File: config.mk
export PLATFORM = sky130hd
export DESIGN_NAME = gstdf_ctrl
export DESIGN_NICKNAME = d
export VERILOG_FILES = /design/src/rtl/gstdf_pkg.sv /design/src/rtl/gstdf_ctrl.sv
export SDC_FILE = /design/constraint.sdc
export NUM_CORES = 1
export LEC_CHECK = 0
export BUFFER_PORTS_ARGS = -buffer_cell sky130_fd_sc_hd__buf_2
export CORE_AREA = 2 2 39 41
export DETAILED_ROUTE_END_ITERATION = 10
export DIE_AREA = 0 0 41 43
export PLACE_DENSITY = 0.54
export SYNTH_ARGS = -nofsm -noshare
export SYNTH_HDL_FRONTEND = slang
export SYNTH_SLANG_ARGS = --single-unit
export TNS_END_PERCENT = 1
File: constraint.sdc
create_clock -name clk -period 1.9 [get_ports clk]
set_clock_uncertainty 0.1 [all_clocks]
set_input_delay 0.38 -clock clk [delete_from_list [all_inputs] [get_ports clk]]
set_output_delay 0.38 -clock clk [all_outputs]
set_load 0.02 [all_outputs]
File: src/rtl/gstdf_pkg.sv
// Shared types and codes for the generational slot table.
package gstdf_pkg;

    localparam logic [1:0] MODE_ALLOC   = 2'd0;
    localparam logic [1:0] MODE_DESTROY = 2'd1;
    localparam logic [1:0] MODE_RESOLVE = 2'd2;
    localparam logic [1:0] MODE_TICK    = 2'd3;

    localparam logic [1:0] STATUS_OK    = 2'd0;
    localparam logic [1:0] STATUS_STALE = 2'd1;
    localparam logic [1:0] STATUS_FULL  = 2'd2;

    localparam logic [3:0] FIF_RESET = 4'd2;
    localparam int         FRAME_W   = 32;

    typedef enum logic [3:0] {
        ST_IDLE,
        ST_CLEAR,
        ST_LOOK,
        ST_EXEC,
        ST_TICK_RD,
        ST_TICK_WAIT,
        ST_TICK_DO,
        ST_TICK_GEN,
        ST_OUT
    } state_t;

    typedef struct packed {
        logic clear_step;
        logic latch_req;
        logic look;
        logic exec;
        logic tick_start;
        logic tick_rd;
        logic tick_do;
        logic tick_gen;
        logic out_load;
    } dp_cmd_t;

    typedef struct packed {
        logic clear_done;
        logic is_tick;
        logic scan_done;
        logic retire;
    } dp_stat_t;

endpackage

File: src/rtl/gstdf_ctrl.sv
// Controller state machine for the slot table.
module gstdf_ctrl (
    input  logic                clk,
    input  logic                rst_n,
    input  logic                in_valid,
    output logic                in_ready,
    output logic                out_valid,
    input  logic                out_ready,
    input  gstdf_pkg::dp_stat_t stat,
    output gstdf_pkg::dp_cmd_t  cmd
);

    gstdf_pkg::state_t state_reg, state_next;
    logic out_valid_reg, out_valid_next;

    always_ff @(posedge clk or negedge rst_n)
    begin
        if (!rst_n)
        begin
            state_reg     <= gstdf_pkg::ST_CLEAR;
            out_valid_reg <= 1'b0;
        end
        else
        begin
            state_reg     <= state_next;
            out_valid_reg <= out_valid_next;
        end
    end

    assign out_valid = out_valid_reg;
    assign in_ready  = (state_reg == gstdf_pkg::ST_IDLE) && (!out_valid_reg || out_ready);

    always_comb
    begin
        state_next = state_reg;
        unique case (state_reg)
            gstdf_pkg::ST_CLEAR:     if (stat.clear_done) state_next = gstdf_pkg::ST_IDLE;
            gstdf_pkg::ST_IDLE:      if (in_valid && in_ready) state_next = gstdf_pkg::ST_LOOK;
            gstdf_pkg::ST_LOOK:
                state_next = stat.is_tick ? gstdf_pkg::ST_TICK_RD : gstdf_pkg::ST_EXEC;
            gstdf_pkg::ST_EXEC:      state_next = gstdf_pkg::ST_OUT;
            gstdf_pkg::ST_TICK_RD:
                state_next = stat.scan_done ? gstdf_pkg::ST_OUT : gstdf_pkg::ST_TICK_WAIT;
            gstdf_pkg::ST_TICK_WAIT: state_next = gstdf_pkg::ST_TICK_DO;
            gstdf_pkg::ST_TICK_DO:
                state_next = stat.retire ? gstdf_pkg::ST_TICK_GEN : gstdf_pkg::ST_TICK_RD;
            gstdf_pkg::ST_TICK_GEN:  state_next = gstdf_pkg::ST_TICK_RD;
            gstdf_pkg::ST_OUT:       state_next = gstdf_pkg::ST_IDLE;
            default:                 state_next = gstdf_pkg::ST_IDLE;
        endcase
    end

    always_comb
    begin
        cmd            = '0;
        out_valid_next = out_valid_reg && !out_ready;
        unique case (state_reg)
            gstdf_pkg::ST_CLEAR:     cmd.clear_step = 1'b1;
            gstdf_pkg::ST_IDLE:      cmd.latch_req = in_valid && in_ready;
            gstdf_pkg::ST_LOOK:
            begin
                cmd.look       = 1'b1;
                cmd.tick_start = stat.is_tick;
            end
            gstdf_pkg::ST_EXEC:      cmd.exec = 1'b1;
            gstdf_pkg::ST_TICK_RD:   cmd.tick_rd = !stat.scan_done;
            gstdf_pkg::ST_TICK_WAIT: ;
            gstdf_pkg::ST_TICK_DO:   cmd.tick_do = 1'b1;
            gstdf_pkg::ST_TICK_GEN:  cmd.tick_gen = 1'b1;
            gstdf_pkg::ST_OUT:
            begin
                cmd.out_load   = 1'b1;
                out_valid_next = 1'b1;
            end
            default: ;
        endcase
    end

endmodule

# ---- Word level (Yosys, flattened, before mapping)
# Index checks and enable logic that the tools add are counted.
dict set report word_totals {
  register_bits 5
  latch_bits 0
  mem_bits_rw 0
  rom_bits 0
  in_bits 8
  wordCells 37
  mem_count 0
}
dict set report classes {
  add_sub_neg 0
  n_mul 0
  div_mod_pow 0
  magnitude_cmp 0
  eq_ne 10
  shifts 0
  muxes 16
  n_bitwise 0
  n_reduce_logical 9
}
# operator n
set op_table {}
lappend op_table {{case mux 4 bit (8 select lines)} 1}
lappend op_table {{equality test 4 x 3 -> 1 bit, second input constant} 4}
lappend op_table {{two-way mux 4 bit} 3}
lappend op_table {{two-way mux 1 bit} 10}
lappend op_table {{equality test 4 x 2 -> 1 bit, second input constant} 2}
lappend op_table {{equality test 4 x 1 -> 1 bit, second input constant} 1}
lappend op_table {{equality test 4 bit, second input constant} 1}
lappend op_table {{zero test 4 bit} 1}
lappend op_table {{logical AND 1 bit} 3}
lappend op_table {{zero test 1 bit} 3}
lappend op_table {{two-way mux 3 bit} 1}
lappend op_table {{two-way mux 2 bit} 1}
lappend op_table {{!= test 2 x 1 -> 1 bit, second input constant} 1}
lappend op_table {{!= test 2 bit, second input constant} 1}
lappend op_table {{AND reduction 2 bit} 1}
lappend op_table {{logical OR 1 bit} 1}

# ---- Logic depth before layout (Yosys ltp)
dict set report depth {
  ltp_word 6
  mapped_depth 5
}

# ---- Least setup slack after synthesis
# Ideal clock, no wire load.
dict set report synth_path {
  path_kind {flip-flop to output port}
  start {register state_reg[2]}
  end {output cmd[4] (netlist name)}
  t_arrival_ns 1.525
  slack_ns -0.105
  path_stages_with_launch 5
  cell_sequence {dfrtp_1 > buf_6 > clkbuf_1 > nor3_1 > and2_1}
}
# item line_no
set synth_lines {}
lappend synth_lines {{from (decl)} gstdf_ctrl.sv:13} ;# gstdf_pkg::state_t state_reg, state_next;
lappend synth_lines {{from (signal assigned)} gstdf_ctrl.sv:20} ;# state_reg <= gstdf_pkg::ST_CLEAR;
lappend synth_lines {{from (signal assigned)} gstdf_ctrl.sv:25} ;# state_reg <= state_next;
lappend synth_lines {{to (decl)} gstdf_ctrl.sv:10} ;# output gstdf_pkg::dp_cmd_t cmd

==> impl_metrics.json <==
{
  "outcome": "finished clean",
  "cts_h_tree_lvls": 1,
  "sequential_cell_area_sq_um": 128,
  "floorplan.initialDensity": 0.280,
  "post_synth_main_area_contributors": "dfrtp_1 26%, dfstp_2 6.8%, nor2_1 5.8%",
  "cp_slowest_cell": "dfstp_2",
  "grt_pass1_vias": 364,
  "post_dp_cell_area_sq_um": 488,
  "area_occupied_by_multi_input_gates_sq_um": 235,
  "delay_contributed_by_the_slowest_stage_of_the_critical_path_ns": 0.63,
  "layout.core_utilization": 0.390,
  "syn_area_sq_um": 388,
  "critPathArrivalTime_ns": 1.40,
  "ys_seq_elements": 5,
  "wl_per_cell_microns": 10.7,
  "vdd.ir_drop.worst_uv": 566,
  "period_share": 0.991,
  "die_area_sq_mm": 0.00176,
  "clk_pin_slew_worst_paths_ns": 0.05,
  "ioPinCount": 19,
  "dp_hpwl_microns": 716,
  "totalWireLength_microns": 935,
  "post_drt_via_cell_ratio": 4.87,
  "critPathRequiredTime_ns": 1.42,
  "p_seq_frac": 0.292,
  "drc": 0,
  "die-height_microns": 43,
  "final_layout_size_suffix_gt1_frac": 0.437,
  "synthesis.nets": 59,
  "largest_reg_flops": 4,
  "detail_route.iter0.violations": 3,
  "worst_slew_pin_slew_ns": 0.371,
  "cts.repair_timing.setup_buffer_count": 0,
  "synth_top_flop_cell": "dfrtp_1",
  "synth.yosys.seq_area_share": 0.326,
  "netlist-cell-type-count": 25,
  "crit_chain": "nand2b_4, nor3_2, and2_1, buf_2",
  "final_design_area_no_fill_sq_um": 539,
  "worstSetupStartpointType": "flip-flop",
  "slew_headroom": 0.753,
  "num-fill-cells": 146,
  "worst_setup_path_end_kind": "primary output",
  "fmax_mhz": 531,
  "leakage_nw": 0.283,
  "grt_antenna_before_repair": 0,
  "globalRouteOverflowTotal": 0,
  "pwr_density_cell_mw_per_mm2": 1700,
  "power_switching_uw": 444,
  "critical_path.max_fanout": 12,
  "grt_setup_unrepaired": "yes",
  "synth-edff-count": 0,
  "port-buffer-count": 18,
  "insertedDiodeCount": 0,
  "root_buffer": "clkbuf_4",
  "cts_tree": "done",
  "cts_sinks": 5,
  "gate_count_of_the_mapped_netlist": 51,
  "clock_latency_ns": 0.24,
  "firstDrtPassIters": 4,
  "vias": 424,
  "clockPowerShare": 0.133,
  "layout.nets": 80,
  "setup-tns-final_ns": 0,
  "cts_made_buffers": 3,
  "power.switching_fraction": 0.485,
  "grt_max_degree": 14,
  "synthToLayoutAreaGrowth_pct": 39.0,
  "proportion_of_netlist_area_held_by_the_largest_area_contributor": 0.258,
  "track_usage": 0.124,
  "hold-worst-slack_ns": 0.331,
  "num_rows": 14,
  "combinationalPowerShare": 0.574,
  "cellInternalPower_uw": 472,
  "synth_top_cell_by_area": "dfrtp_1",
  "worstSetupPathType": "reg2out",
  "core-area_sq_mm": 0.00138,
  "finalSetupViolCount": 0,
  "rd_place_congestion": 0.763,
  "ant_nets": 0,
  "ys_async_sr_fraction": 1.00,
  "min_path_type": "in2reg",
  "synth_area_per_cell_sq_um": 7.61,
  "period_needed_ns": 1.88,
  "maxCapViolations": 0,
  "grt_pass1_wl_microns": 1450,
  "slew_viol_final": 0,
  "cts_buffer_depth": 2,
  "ys.warnings.count": 0,
  "hold_viol": 0,
  "fp.dieW_microns": 41
}
-- cell type report --
type                       count  area share
timing repair buffer          21       0.213
multi-input combinational     37       0.436
clock buffer                   4      0.0487
inverter                       4      0.0278
sequential                     5       0.237
tap                           16      0.0371
-- power by group through the flow --
stage	Sequential [mW]	Clock [mW]	Combinational (mW)
finish	0.268	0.122	0.527
global route	0.278	0.135	0.581
CTS	0.258	0.128	0.528
detailed placement	0.254	0	0.513
global placement	0.254	0	0.513
floorplan	0.186	0	0.460
-- metal layers --
layer / share of wire / global-route usage
met3: 0.074 / 0.0314
met1: 0.49 / 0.156
met5: 0 / 0
met2: 0.42 / 0.169
met4: 0.015 / 0.100
-- cell usage in the layout (no fill, tap or decap), types with 3 or more instances in the layout --
cell	netlist	routed
o21ai_0	3	3
dfrtp_1	4	3
clkbuf_4	0	3
buf_2	3	18
a21oi_1	3	3
inv_1	4	4
nor3_1	4	3
nand2_1	4	4
nor2_1	6	6
-- through the flow --
stage	worst slack [ns]	instances	power (mW)
3_5_place_dp	0.228	82	0.767
2_1_floorplan	-0.0329	51	0.645
3_3_place_gp	0.239	82	0.767
5_1_grt	-0.0442	87	0.993
6_report	0.0164	87	0.917
4_1_cts	0.00249	87	0.914
-- cells by family (layout without fill, tap and decap cells) --
| logic type | count (synthesis) | after routing | share of synthesized area |
|---|---|---|---|
| simple gates | 25 | 25 | 0.332 |
| flops | 5 | 5 | 0.326 |
| xor+xnor | 1 | 1 | 0.0226 |
| compound gates | 11 | 11 | 0.203 |
| buf+inv | 9 | 29 | 0.116 |
-- Yosys cell counts, types with 2 or more instances --
cell,number
nor2_1,6
nand2_1,4
a21oi_1,3
o21ai_0,3
buf_2,3
inv_1,4
dfrtp_1,4
nor4_1,3
nand2b_1,2
nor3_1,4
-- timing repair --
| action | 4_1_cts | 5_1_grt |
|---|---|---|
| endpoints found under the hold margin | 4 | 0 |
| hold buffers | 1 | 0 |
| setup endpoints to repair | 1 | 5 |
| cloned | 0 | 0 |
| gates resized for setup | 1 | 2 |
-- worst max-delay path, delay by kind of cell (launching register included) --
kind	cells	cell delay, ns
buffers and inverters	1	0.15
DFF	1	0.63
and+or+nand+nor	3	0.38
-- path summary, 6_finish.rpt --
path | startpoint | endpoint | slack [ns] | cells past startpoint
setup / recovery | state_reg[0] | cmd[4] | 0.02 | 4
hold / removal | stat[1] | state_reg[3] | 0.33 | 3
setup reg to reg | state_reg[0] | state_reg[1] | 0.43 | 3
hold reg to reg | out_valid | out_valid | 0.44 | 1
max in group asynchronous | rst_n | state_reg[0] | 1.10 | 2
min in group asynchronous | rst_n | state_reg[3] | 0.38 | 2
Note: power is estimated with default switching activity, not from simulation.
